--- config.mk ---
export PLATFORM = sky130hd
export DESIGN_NAME = bit_field_reader_flat
export DESIGN_NICKNAME = d
export VERILOG_FILES = /design/src/hdl/bfr_pkg.sv /design/src/hdl/bfr_if.sv /design/src/hdl/bfr_core.sv /design/src/hdl/bit_field_reader.sv /design/src/flat_wrapper.sv
export VERILOG_INCLUDE_DIRS = /design/src /design/src/hdl
export SDC_FILE = /design/constraint.sdc
export NUM_CORES = 1
export LEC_CHECK = 0
export ABC_AREA = 1
export BUFFER_PORTS_ARGS = -buffer_cell sky130_fd_sc_hd__buf_4
export CORE_UTILIZATION = 35
export DETAILED_ROUTE_END_ITERATION = 12
export GPL_ROUTABILITY_DRIVEN = 1
export MAX_ROUTING_LAYER = met4
export PLACE_DENSITY = 0.49
export SYNTH_ARGS = -nofsm -noshare
export SYNTH_HDL_FRONTEND = slang
export SYNTH_SLANG_ARGS = --single-unit
export TNS_END_PERCENT = 50
--- constraint.sdc ---
create_clock -name clk -period 3.7 [get_ports clk]
set_input_delay 0.74 -clock clk [delete_from_list [all_inputs] [get_ports clk]]
set_output_delay 0.74 -clock clk [all_outputs]
set_load 0.05 [all_outputs]
--- src/hdl/bit_field_reader_assert.svh ---
// Assertion macros shared by the bit field reader RTL.
`ifndef BIT_FIELD_READER_ASSERT_SVH
`define BIT_FIELD_READER_ASSERT_SVH

// Same-cycle implication, checked only while out of reset.
`define BFR_ASSERT_IMP(name, clock, resetn, ante, cons) \
    name: assert property (@(posedge clock) disable iff (!(resetn)) (ante) |-> (cons)) \
        else $error("bit_field_reader assertion failed");

// Next-cycle implication, checked only while out of reset.
`define BFR_ASSERT_NXT(name, clock, resetn, ante, cons) \
    name: assert property (@(posedge clock) disable iff (!(resetn)) (ante) |=> (cons)) \
        else $error("bit_field_reader assertion failed");

`endif

--- src/hdl/bfr_pkg.sv ---
// Package with the types, codes and helper functions of the bit field reader.
`timescale 1ns / 1ps
`default_nettype none

package bfr_pkg;

    // Word kinds on the request channel.
    localparam logic [1:0] REQ_FIELD = 2'd0;
    localparam logic [1:0] REQ_BYTE  = 2'd1;
    localparam logic [1:0] REQ_ALIGN = 2'd2;

    // Result status codes.
    localparam logic [1:0] ST_OK       = 2'd0;
    localparam logic [1:0] ST_STRAY    = 2'd1;
    localparam logic [1:0] ST_BUSY     = 2'd2;
    localparam logic [1:0] ST_BADCOUNT = 2'd3;

    typedef struct packed {
        logic [1:0] req_type;
        logic [5:0] bit_count;
        logic       want_signed;
        logic [7:0] stream_byte;
    } req_word_t;

    typedef struct packed {
        logic [31:0] field_value;
        logic [1:0]  status;
    } rsp_word_t;

    typedef struct packed {
        logic [7:0]  leftover_bits;
        logic [2:0]  leftover_count;
        logic        request_pending;
        logic [5:0]  bits_still_needed;
        logic [5:0]  requested_width;
        logic        pending_signed;
        logic [31:0] partial_value;
    } rdr_state_t;

    // Mask with the low n bits set; saturates at all ones.
    function automatic logic [31:0] low_mask(input logic [5:0] n);
        logic [31:0] m;
        if (n >= 6'd32)
        begin
            m = 32'hFFFF_FFFF;
        end
        else
        begin
            m = ~(32'hFFFF_FFFF << n);
        end
        return m;
    endfunction

    // Sign extension of a field of width w from its top bit.
    function automatic logic [31:0] sign_fix(input logic [31:0] v, input logic [5:0] w,
                                             input logic s);
        logic [4:0]  top;
        logic [31:0] r;
        top = 5'(w - 6'd1);
        r = v;
        if (s && (w != 6'd0) && (w <= 6'd32) && v[top])
        begin
            r = v | ~low_mask(w);
        end
        return r;
    endfunction

endpackage

`default_nettype wire

--- src/hdl/bfr_if.sv ---
// Handshake interfaces for the request and result channels.
`timescale 1ns / 1ps
`default_nettype none

interface bfr_req_if;
    logic       valid;
    logic       ready;
    logic [1:0] req_type;
    logic [5:0] bit_count;
    logic       want_signed;
    logic [7:0] stream_byte;

    modport source (output valid, output req_type, output bit_count, output want_signed,
                    output stream_byte, input ready);
    modport sink (input valid, input req_type, input bit_count, input want_signed,
                  input stream_byte, output ready);
endinterface

interface bfr_rsp_if;
    logic        valid;
    logic        ready;
    logic [31:0] field_value;
    logic [1:0]  status;

    modport source (output valid, output field_value, output status, input ready);
    modport sink (input valid, input field_value, input status, output ready);
endinterface

`default_nettype wire

--- src/hdl/bfr_core.sv ---
// Combinational step of the reader: one word and the current state in, next state and result out.
`timescale 1ns / 1ps
`default_nettype none

module bfr_core #(
    parameter int MAX_FIELD_BITS = 32
) (
    input  wire bfr_pkg::req_word_t  word,
    input  wire bfr_pkg::rdr_state_t cur,
    output bfr_pkg::rdr_state_t      nxt,
    output logic                     has_rsp,
    output bfr_pkg::rsp_word_t       rsp
);

    logic [2:0]  imm_rest;
    logic [31:0] imm_val;
    logic [3:0]  take;
    logic [3:0]  byte_rest;
    logic [31:0] fin_val;

    always_comb
    begin
        imm_rest  = cur.leftover_count - word.bit_count[2:0];
        imm_val   = 32'(cur.leftover_bits >> imm_rest) & bfr_pkg::low_mask(word.bit_count);
        take      = cur.bits_still_needed[3:0];
        byte_rest = 4'd8 - take;
        fin_val   = (cur.partial_value << take) | 32'(word.stream_byte >> byte_rest);

        nxt     = cur;
        has_rsp = 1'b0;
        rsp     = '{field_value: 32'd0, status: bfr_pkg::ST_OK};

        unique case (word.req_type)
            bfr_pkg::REQ_FIELD:
            begin
                // Busy is checked before the count.
                if (cur.request_pending)
                begin
                    has_rsp    = 1'b1;
                    rsp.status = bfr_pkg::ST_BUSY;
                end
                else if (32'(word.bit_count) > 32'(MAX_FIELD_BITS))
                begin
                    has_rsp    = 1'b1;
                    rsp.status = bfr_pkg::ST_BADCOUNT;
                end
                else if (word.bit_count <= {3'd0, cur.leftover_count})
                begin
                    // Leftover bits cover the field: answer at once.
                    has_rsp = 1'b1;
                    rsp.field_value = bfr_pkg::sign_fix(imm_val, word.bit_count,
                                                        word.want_signed);
                    nxt.leftover_bits  = cur.leftover_bits &
                                         8'(bfr_pkg::low_mask({3'd0, imm_rest}));
                    nxt.leftover_count = imm_rest;
                end
                else
                begin
                    nxt.partial_value     = 32'(cur.leftover_bits);
                    nxt.bits_still_needed = word.bit_count - {3'd0, cur.leftover_count};
                    nxt.requested_width   = word.bit_count;
                    nxt.pending_signed    = word.want_signed;
                    nxt.leftover_bits     = 8'd0;
                    nxt.leftover_count    = 3'd0;
                    nxt.request_pending   = 1'b1;
                end
            end
            bfr_pkg::REQ_BYTE:
            begin
                if (!cur.request_pending)
                begin
                    has_rsp    = 1'b1;
                    rsp.status = bfr_pkg::ST_STRAY;
                end
                else if (cur.bits_still_needed > 6'd8)
                begin
                    nxt.partial_value     = {cur.partial_value[23:0], word.stream_byte};
                    nxt.bits_still_needed = cur.bits_still_needed - 6'd8;
                end
                else
                begin
                    // Final byte: one to eight bits complete the field.
                    has_rsp = 1'b1;
                    rsp.field_value = bfr_pkg::sign_fix(fin_val, cur.requested_width,
                                                        cur.pending_signed);
                    nxt.leftover_bits     = word.stream_byte &
                                            8'(bfr_pkg::low_mask({2'd0, byte_rest}));
                    nxt.leftover_count    = byte_rest[2:0];
                    nxt.request_pending   = 1'b0;
                    nxt.bits_still_needed = 6'd0;
                    nxt.partial_value     = 32'd0;
                end
            end
            bfr_pkg::REQ_ALIGN:
            begin
                nxt.leftover_bits  = 8'd0;
                nxt.leftover_count = 3'd0;
            end
            default:
            begin
            end
        endcase
    end

endmodule

`default_nettype wire

--- src/hdl/bit_field_reader.sv ---
// Top level of the MSB-first bit field reader.
//
//  channel | dir | modport    | words carried
//  --------+-----+------------+-------------------------------------------------
//  req     | in  | bfr_req_if | field request, stream byte or byte align
//  rsp     | out | bfr_rsp_if | field value with status (ok, stray, busy, count)
//
// Every word is handled in one combinational step, so one word per cycle is
// sustained while results are taken; a request is held in the input register
// and its result in the result register before the result handshake.
// That rate is set by the single combinational step in bfr_core between the
// input register and the reader state and result registers.
// Reset clears the reader state and both valid flags; no clearing pass is needed.
// A stalled result blocks only words that produce a result; bytes that feed a
// pending field and align words still move through.
`timescale 1ns / 1ps
`default_nettype none
`include "bit_field_reader_assert.svh"

module bit_field_reader #(
    parameter int MAX_FIELD_BITS = 32
) (
    input wire         clk,
    input wire         rst_n,
    bfr_req_if.sink    req,
    bfr_rsp_if.source  rsp
);

    // Input register: holds one accepted word until the processing stage takes it.
    logic               in_valid_reg;
    logic               in_valid_next;
    bfr_pkg::req_word_t in_word_reg;
    bfr_pkg::req_word_t in_word_next;

    // Reader state: leftover bits and the pending field.
    bfr_pkg::rdr_state_t state_reg;
    bfr_pkg::rdr_state_t state_next;
    bfr_pkg::rdr_state_t core_state;

    // Result register in front of the output channel.
    logic               rsp_valid_reg;
    logic               rsp_valid_next;
    bfr_pkg::rsp_word_t rsp_word_reg;
    bfr_pkg::rsp_word_t rsp_word_next;

    logic               core_has_rsp;
    bfr_pkg::rsp_word_t core_rsp;
    logic               rsp_free;
    logic               advance;
    logic               in_take;

    bfr_core #(
        .MAX_FIELD_BITS(MAX_FIELD_BITS)
    ) u_core (
        .word    (in_word_reg),
        .cur     (state_reg),
        .nxt     (core_state),
        .has_rsp (core_has_rsp),
        .rsp     (core_rsp)
    );

    // The result register is free when empty or when its word leaves this cycle.
    assign rsp_free  = !rsp_valid_reg || rsp.ready;
    // The held word is processed unless it makes a result that has nowhere to go.
    assign advance   = in_valid_reg && (!core_has_rsp || rsp_free);
    assign req.ready = !in_valid_reg || advance;
    assign in_take   = req.valid && req.ready;

    always_comb
    begin
        in_valid_next = in_valid_reg;
        in_word_next  = in_word_reg;
        if (in_take)
        begin
            in_valid_next = 1'b1;
            in_word_next  = '{req_type:    req.req_type,
                              bit_count:   req.bit_count,
                              want_signed: req.want_signed,
                              stream_byte: req.stream_byte};
        end
        else if (advance)
        begin
            in_valid_next = 1'b0;
        end

        state_next = advance ? core_state : state_reg;

        rsp_valid_next = rsp_valid_reg;
        rsp_word_next  = rsp_word_reg;
        if (advance && core_has_rsp)
        begin
            rsp_valid_next = 1'b1;
            rsp_word_next  = core_rsp;
        end
        else if (rsp.ready)
        begin
            rsp_valid_next = 1'b0;
        end
    end

    always_ff @(posedge clk or negedge rst_n)
    begin
        if (!rst_n)
        begin
            in_valid_reg  <= 1'b0;
            rsp_valid_reg <= 1'b0;
            state_reg     <= '0;
        end
        else
        begin
            in_valid_reg  <= in_valid_next;
            rsp_valid_reg <= rsp_valid_next;
            state_reg     <= state_next;
        end
    end

    always_ff @(posedge clk)
    begin
        in_word_reg  <= in_word_next;
        rsp_word_reg <= rsp_word_next;
    end

    assign rsp.valid       = rsp_valid_reg;
    assign rsp.field_value = rsp_word_reg.field_value;
    assign rsp.status      = rsp_word_reg.status;

    // A pending field has already consumed every leftover bit.
    `BFR_ASSERT_IMP(a_pending_no_leftover, clk, rst_n,
        state_reg.request_pending, state_reg.leftover_count == 3'd0)
    // A pending field always waits for at least one more bit.
    `BFR_ASSERT_IMP(a_pending_needs_bits, clk, rst_n,
        state_reg.request_pending, state_reg.bits_still_needed != 6'd0)
    // Leftover bits above the leftover count are always zero.
    `BFR_ASSERT_IMP(a_leftover_clean, clk, rst_n,
        1'b1, (state_reg.leftover_bits >> state_reg.leftover_count) == 8'd0)
    // Error results carry a zero field value.
    `BFR_ASSERT_IMP(a_error_zero_value, clk, rst_n,
        rsp_valid_reg && (rsp_word_reg.status != bfr_pkg::ST_OK),
        rsp_word_reg.field_value == 32'd0)

endmodule

`default_nettype wire
--- src/flat_wrapper.sv ---
// flat-port wrapper written by rule: the top's interface ports become plain ports
module bit_field_reader_flat 
#(
    parameter int MAX_FIELD_BITS = 32
)
  (clk, rst_n, req_valid, req_req_type, req_bit_count, req_want_signed, req_stream_byte, req_ready, rsp_valid, rsp_field_value, rsp_status, rsp_ready);
  bfr_req_if req_i ();
  bfr_rsp_if rsp_i ();
  input wire clk;
  input wire rst_n;
  input wire logic [$bits(req_i.valid)-1:0] req_valid;
  input wire logic [$bits(req_i.req_type)-1:0] req_req_type;
  input wire logic [$bits(req_i.bit_count)-1:0] req_bit_count;
  input wire logic [$bits(req_i.want_signed)-1:0] req_want_signed;
  input wire logic [$bits(req_i.stream_byte)-1:0] req_stream_byte;
  output wire logic [$bits(req_i.ready)-1:0] req_ready;
  output wire logic [$bits(rsp_i.valid)-1:0] rsp_valid;
  output wire logic [$bits(rsp_i.field_value)-1:0] rsp_field_value;
  output wire logic [$bits(rsp_i.status)-1:0] rsp_status;
  input wire logic [$bits(rsp_i.ready)-1:0] rsp_ready;
  assign req_i.valid = req_valid;
  assign req_i.req_type = req_req_type;
  assign req_i.bit_count = req_bit_count;
  assign req_i.want_signed = req_want_signed;
  assign req_i.stream_byte = req_stream_byte;
  assign req_ready = req_i.ready;
  assign rsp_valid = rsp_i.valid;
  assign rsp_field_value = rsp_i.field_value;
  assign rsp_status = rsp_i.status;
  assign rsp_i.ready = rsp_ready;
  bit_field_reader #(.MAX_FIELD_BITS(MAX_FIELD_BITS)) u_core (.clk(clk), .rst_n(rst_n), .req(req_i), .rsp(rsp_i));
endmodule
Word-level counts from Yosys, hierarchy flattened
Cells that the tools add are included.
Cells by class
  shift-type cells: 7
  $lt $le $gt $ge: 9
  $mul: 0
  bitwise gates (word level): 15
  div/mod/pow operators: 0
  muxes and demuxes: 55
  $add $sub $neg: 6
  reductions and logical operators: 26
  equality and inequality tests: 7
Operators by type and width (count)
  two-way mux 32 bit: 20
  inverter 32 bit: 4
  two-way mux 57 bit: 2
  OR 32 bit: 3
  one-hot mux 34 bit (2 select lines): 1
  one-hot mux 32 bit (2 select lines): 1
  << shifter 32 x 6 -> 32 bit, first input constant: 2
  two-way mux 8 bit: 7
  two-way mux 46 bit: 1
  one-hot mux 11 bit (3 select lines): 1
  bitwise AND 32 bit: 1
  << shifter 32 x 3 -> 8 bit, first input constant: 1
  << shifter 32 x 4 -> 32 bit: 1
  << shifter 32 x 4 -> 8 bit, first input constant: 1
  right shift 8 x 3 -> 32 bit: 1
  right shift 8 x 4 -> 32 bit: 1
  two-way mux 18 bit: 1
  bitwise AND 8 bit: 2
  inverter 8 bit: 2
  one-hot mux 7 bit (2 select lines): 1
  greater-or-equal comparator 6 bit, second input constant: 2
  <= comparator 6 bit, second input constant: 2
  less-than comparator 5 x 6 -> 1 bit, second input constant: 2
  two-way mux 1 bit: 12
  other kinds (29): 53
Word-level totals
  ROM bits: 0
  output and inout port bits: 36
  memories: 0
  RAM bits: 0
  flip-flop bits (word level): 110
  latch bits: 0

Logic depth before layout (Yosys ltp)
  depth in word-level cells: 19
  depth in mapped cells: 23

Modules after synthesis
Synthesis repeated with hierarchy kept, for this count alone.
Second synthesis, totals
  cells, all modules: 1421
  area total of the unflattened synthesis: 9305.2 µm²
Modules (own cells, without submodules)
  bfr_core: area an instance 5415.2 µm², times used 1, cells an instance 1110
  bit_field_reader: area an instance 3890.0 µm², times used 1, cells an instance 311

Worst setup path after synthesis
Ideal clock, no wire load.
  path kind: flip-flop to flip-flop
  start point: register u_core.in_word_reg[9] in the netlist's numbering
  end point: register u_core.in_word_reg[0] in the netlist's numbering (enable)
  required time: 3.379 ns
  arrival time: 2.803 ns
  slack: 0.576 ns
  stages on the path, launching flop included: 13
  clock period less this slack: 3.124 ns
  setup time: 0.321 ns
  cells stage by stage: edfxtp_1 -> inv_1 -> ha_1 -> inv_1 -> fa_1 -> nand2_1 -> nand2_1 -> a21oi_1 -> o21ai_1 -> nand2_1 -> nand3_1 -> nand2_1 -> inv_1
On the way
  cells in the longest elaborated chain, start to end: 10
RTL lines
  from (decl): line bit_field_reader.sv:32  | bfr_pkg::req_word_t in_word_reg;
  from (signal assigned): line bit_field_reader.sv:119  | in_word_reg <= in_word_next;
  <= comparator 6 x 3 -> 1 bit: line bfr_core.sv:47  | else if (word.bit_count <= {3'd0, cur.leftover_count})
  two-way mux 1 bit: line bfr_core.sv:47
  two-way mux 1 bit *: line bfr_core.sv:42  | else if (32'(word.bit_count) > 32'(MAX_FIELD_BITS))
  two-way mux 1 bit *: line bfr_core.sv:37  | if (cur.request_pending)
  one-hot mux 1 bit (2 select lines) *: line bfr_core.sv:33  | unique case (word.req_type)
  logical NOT 1 bit *: line bit_field_reader.sv:65  | assign advance = in_valid_reg && (!core_has_rsp || rsp_free);
  logical OR 1 bit *: line bit_field_reader.sv:65
  logical AND 1 bit *: line bit_field_reader.sv:65
  logical OR 1 bit *: line bit_field_reader.sv:66  | assign req.ready = !in_valid_reg || advance;
  via req_ready: line flat_wrapper.sv:16  | output wire logic [$bits(req_i.ready)-1:0] req_ready;
  logical AND 1 bit *: line bit_field_reader.sv:67  | assign in_take = req.valid && req.ready;
  via u_core.in_take: line bit_field_reader.sv:50  | logic in_take;
The timed path passes the listed nets; every way through them passes the cells marked *.
A chain may end at the register's enable or synchronous reset.

Worst setup path in the final report
  start point: register u_core.in_word_reg[9] in the netlist's numbering
  end point: output req_ready
On the way
  cells in the longest elaborated chain, start to end: 9
RTL lines (line)
  <= comparator 6 x 3 -> 1 bit: bfr_core.sv:47
  two-way mux 1 bit: bfr_core.sv:47
  two-way mux 1 bit *: bfr_core.sv:42
  two-way mux 1 bit *: bfr_core.sv:37
  one-hot mux 1 bit (2 select lines) *: bfr_core.sv:33
  logical NOT 1 bit *: bit_field_reader.sv:65
  logical OR 1 bit *: bit_field_reader.sv:65
  logical AND 1 bit *: bit_field_reader.sv:65
  logical OR 1 bit *: bit_field_reader.sv:66
  to (decl): flat_wrapper.sv:16
Mark *: on every way between the ends. The rest lies on a longest branch, timed or not.

==> reports/qor.log <==
qor: outcome.run_status finished clean
qor: placement.dpl_cell_area 9090 um2
qor: sta.timing_max_transition_violations_final 0
qor: synth.synth_enable_flop_cells 51
qor: finish.stdcell_area 9410 um2
qor: drt.drt_pre_antenna_iters 6
qor: synth.synthDistinctLibCells 51
qor: sta.timing.final.setup_violations 0
qor: grt.grt_start_max_net_pins 60
qor: synth.synth.yosys.seq_area_share 0.357
qor: grt.antenna_found_initial 0
qor: synth.area_share_of_and_or_nand_nor_cells_after_synthesis 0.388
qor: synth.synth.avg_cell_area 6.97 um2
qor: finish.fin_util 0.400
qor: drt.detailroute.via_count 8477
qor: finish.antennaDiodeCount 0
qor: finish.syn_to_final_growth 11.5%
qor: sta.max_clock_freq 0.287 GHz
qor: sta.fin_skew 0.0122 ns
qor: synth.synth_top_cell_area_share 0.182
qor: synth.postSynth.topFlopCell dfrtp_1
qor: grt.grt.overflow.total 0
qor: floorplanning.initial_utilization 0.358
qor: clock_tree.total_clock_buffers_created_by_cts 9
qor: clock_tree.cell_at_the_root_of_the_clock_tree clkbuf_16
qor: sta.max_slew_margin 0.432
qor: synth.synth.mux.area_fraction 0.00133
qor: floorplanning.die-height 157 um
qor: worst_setup_path.crit_path_start_kind register
qor: placement.gpl.final_weighted_congestion 0.941
qor: synth.synthXorXnorAreaFrac 0.00623
qor: placement.dp.final_hpwl 22.2 mm
qor: floorplanning.dieArea 24700 um2
qor: synth.yosysMostFrequentCell nand2_1
qor: synth.ys_top_cells_by_area edfxtp_1 18%, dfrtp_1 17%, nand3_1 17%
qor: drt.wirelength 29.3 mm
qor: sta.grt_setup_unrepaired no
qor: worst_setup_path.worst_path_most_repeated_cell nand2_1
qor: pwr.total_power 8.14 mW
qor: synth.ys_top_cells_by_count 326 x nand2_1, 283 x nand3_1, 91 x inv_1
qor: pwr.power_density 866 nW/um2
qor: floorplanning.design.core.area 23500 um2
qor: worst_setup_path.critical_path_buf_inv_count 3
qor: synth.largest_family_of_logic_cells_by_synthesized_area simple AND/OR/NAND/NOR gates
qor: drt.detail_routed_via_count_per_cell 5.44
qor: flow_run.max_cap_violations 0
qor: synth.asyncSetResetFlopFracSynth 0.536
qor: floorplanning.die_width 157 um
qor: synth.synth.ff_latch_count 110
qor: worst_setup_path.timing.critical_path.to_type output port
qor: drt.drtAntennaViolNets 0
qor: grt.grt_first_pass_wirelength 46.5 mm
qor: finish.flip_flop_count_of_the_largest_register_after_layout 57
qor: min_path.worstHoldPathType in -> async
qor: clock_tree.tritoncts_clock_tree yes
qor: synth.post_synth_fa_ha_maj_area_fraction 0.0344
qor: clock_tree.clock_sinks 110
qor: worst_setup_path.crit_path_cell_chain inv_2 > ha_1 > inv_1 > fa_1 > nand2_1 > nand2_1 > a21oi_1 > o21ai_1 > nand2_1 > nand3_1 > buf_4
qor: clock_tree.h-tree-depth 3
qor: finish.drive_gt1_frac 0.103
qor: worst_setup_path.arrival_time_at_the_worst_endpoint 2.74 ns
qor: grt.first_global_vias 8437
qor: grt.grt.total_usage 0.255
qor: sta.final.setup.tns 0 ns
qor: floorplanning.io_pins 57
qor: sta.report.final.hold_viol_count 0
qor: worst_setup_path.crit_slowest_cell edfxtp_1
qor: worst_setup_path.path_class reg -> out
qor: sta.layout_worst_path_cycle_share 0.941
qor: sta.period_needed 3.48 ns
qor: synth.mappedNetlistArea 8440 um2
qor: sta.tightestPinTransition 0.851 ns
qor: synth.mappedNetlistNets 1253
qor: drt.wl_per_cell 18.8 um
qor: worst_setup_path.worst_ep_required_time 2.96 ns
qor: worst_setup_path.slowest_stage_delay_cp 0.41 ns
qor: clock_tree.cts.reportedPaths.clkPinSlew 0.08 ns
qor: drt.drt_drc_violations_left 0
qor: pwr.leakage 4.23 nW
qor: drt.drt_iter0_markers 772
qor: worst_setup_path.timing.critical_path.max_delay_family simple AND/OR/NAND/NOR gates
qor: synth.yosysTopAreaCell edfxtp_1
qor: placement.port_buffers 56
qor: worst_setup_path.worst-path-max-fanout 8
qor: synth.synthCells 1210
qor: synth.yosys_warnings 0
qor: clock_tree.cts_max_path_buffers 2
qor: finish.fin_nets 1277
qor: clock_tree.clock_insertion_delay_worst_skew 0.37 ns
qor: pwr.vdd.ir_drop.worst 354 uV
qor: floorplanning.rows 56
qor: synth.synth_compound_gate_area_share 0.122
worst paths after layout:
| kind | slack (ns) | from | endpoint | cells past startpoint |
|---|---|---|---|---|
| max | 0.22 | u_core.in_word_reg[9] | req_ready | 11 |
| min | 0.46 | rst_n | u_core.state_reg[55] | 1 |
| max reg2reg | 0.26 | u_core.in_word_reg[9] | u_core.rsp.field_value[25] | 16 |
| min reg2reg | 0.51 | u_core.state_reg[26] | u_core.state_reg[26] | 2 |
| max in group asynchronous | 2.67 | rst_n | u_core.state_reg[21] | 1 |
| min in group clk | 0.51 | u_core.state_reg[26] | u_core.state_reg[26] | 2 |
layout make-up:
type	instances	area (um2)
clock buffer	10	239
clock inverter	6	43.8
fill	2568	14100
inverter	103	389
multi-input combinational	925	4680
sequential	110	3010
tap	319	399
timing repair buffer	85	651
through the flow:
stage          worst slack, ns  hold WS, ns  std cells
6_report                 0.218        0.459       1558
5_1_grt                0.00321        0.524       1558
4_1_cts                 0.0148        0.501       1555
3_5_place_dp             0.103        0.495       1539
3_3_place_gp            0.0721        0.496       1539
2_1_floorplan            0.576        0.444       1210
report_power, final:
| group | internal [mW] | switching [mW] | total, mW |
|---|---|---|---|
| logic | 1.59 | 3.84 | 5.43 |
| registers | 1.51 | 0.207 | 1.72 |
| clock network | 0.481 | 0.509 | 0.990 |
| total | 3.59 | 4.56 | 8.14 |
metal layers:
metal	wire [um]	track usage
met2	14300	0.425
met5	0	-
met3	1040	0.0300
met4	919	0.0943
met1	13100	0.316
timing repair:
item | 4_1_cts | 5_1_grt
hold buffers | 0 | 0
gates resized for setup | 1 | 1
endpoints found under the setup margin | 1 | 29
pin swaps | 0 | 0
setup buffers | 0 | 3
kinds of logic after synthesis:
| family | after synthesis |
|---|---|
| AND/OR/NAND/NOR | 721 |
| AO/OA/AOI/OAI | 175 |
| buffers and inverters | 175 |
| flip-flops | 110 |
| adder cells (fa/ha/maj) | 22 |
| XOR/XNOR | 6 |
| multiplexers | 1 |
cells in the final DEF, fill, tap and decap left out, types with 9 or more instances in the layout:
cell type,instances
nand2_1,326
nand3_1,283
inv_1,90
buf_4,84
o21ai_0,75
dfrtp_1,59
edfxtp_1,51
nor2_1,47
nand4_1,42
a21oi_1,35
ha_1,20
o31ai_1,16
o22ai_1,9
clkbuf_16,9
Note: power is estimated with default switching activity, not from simulation.
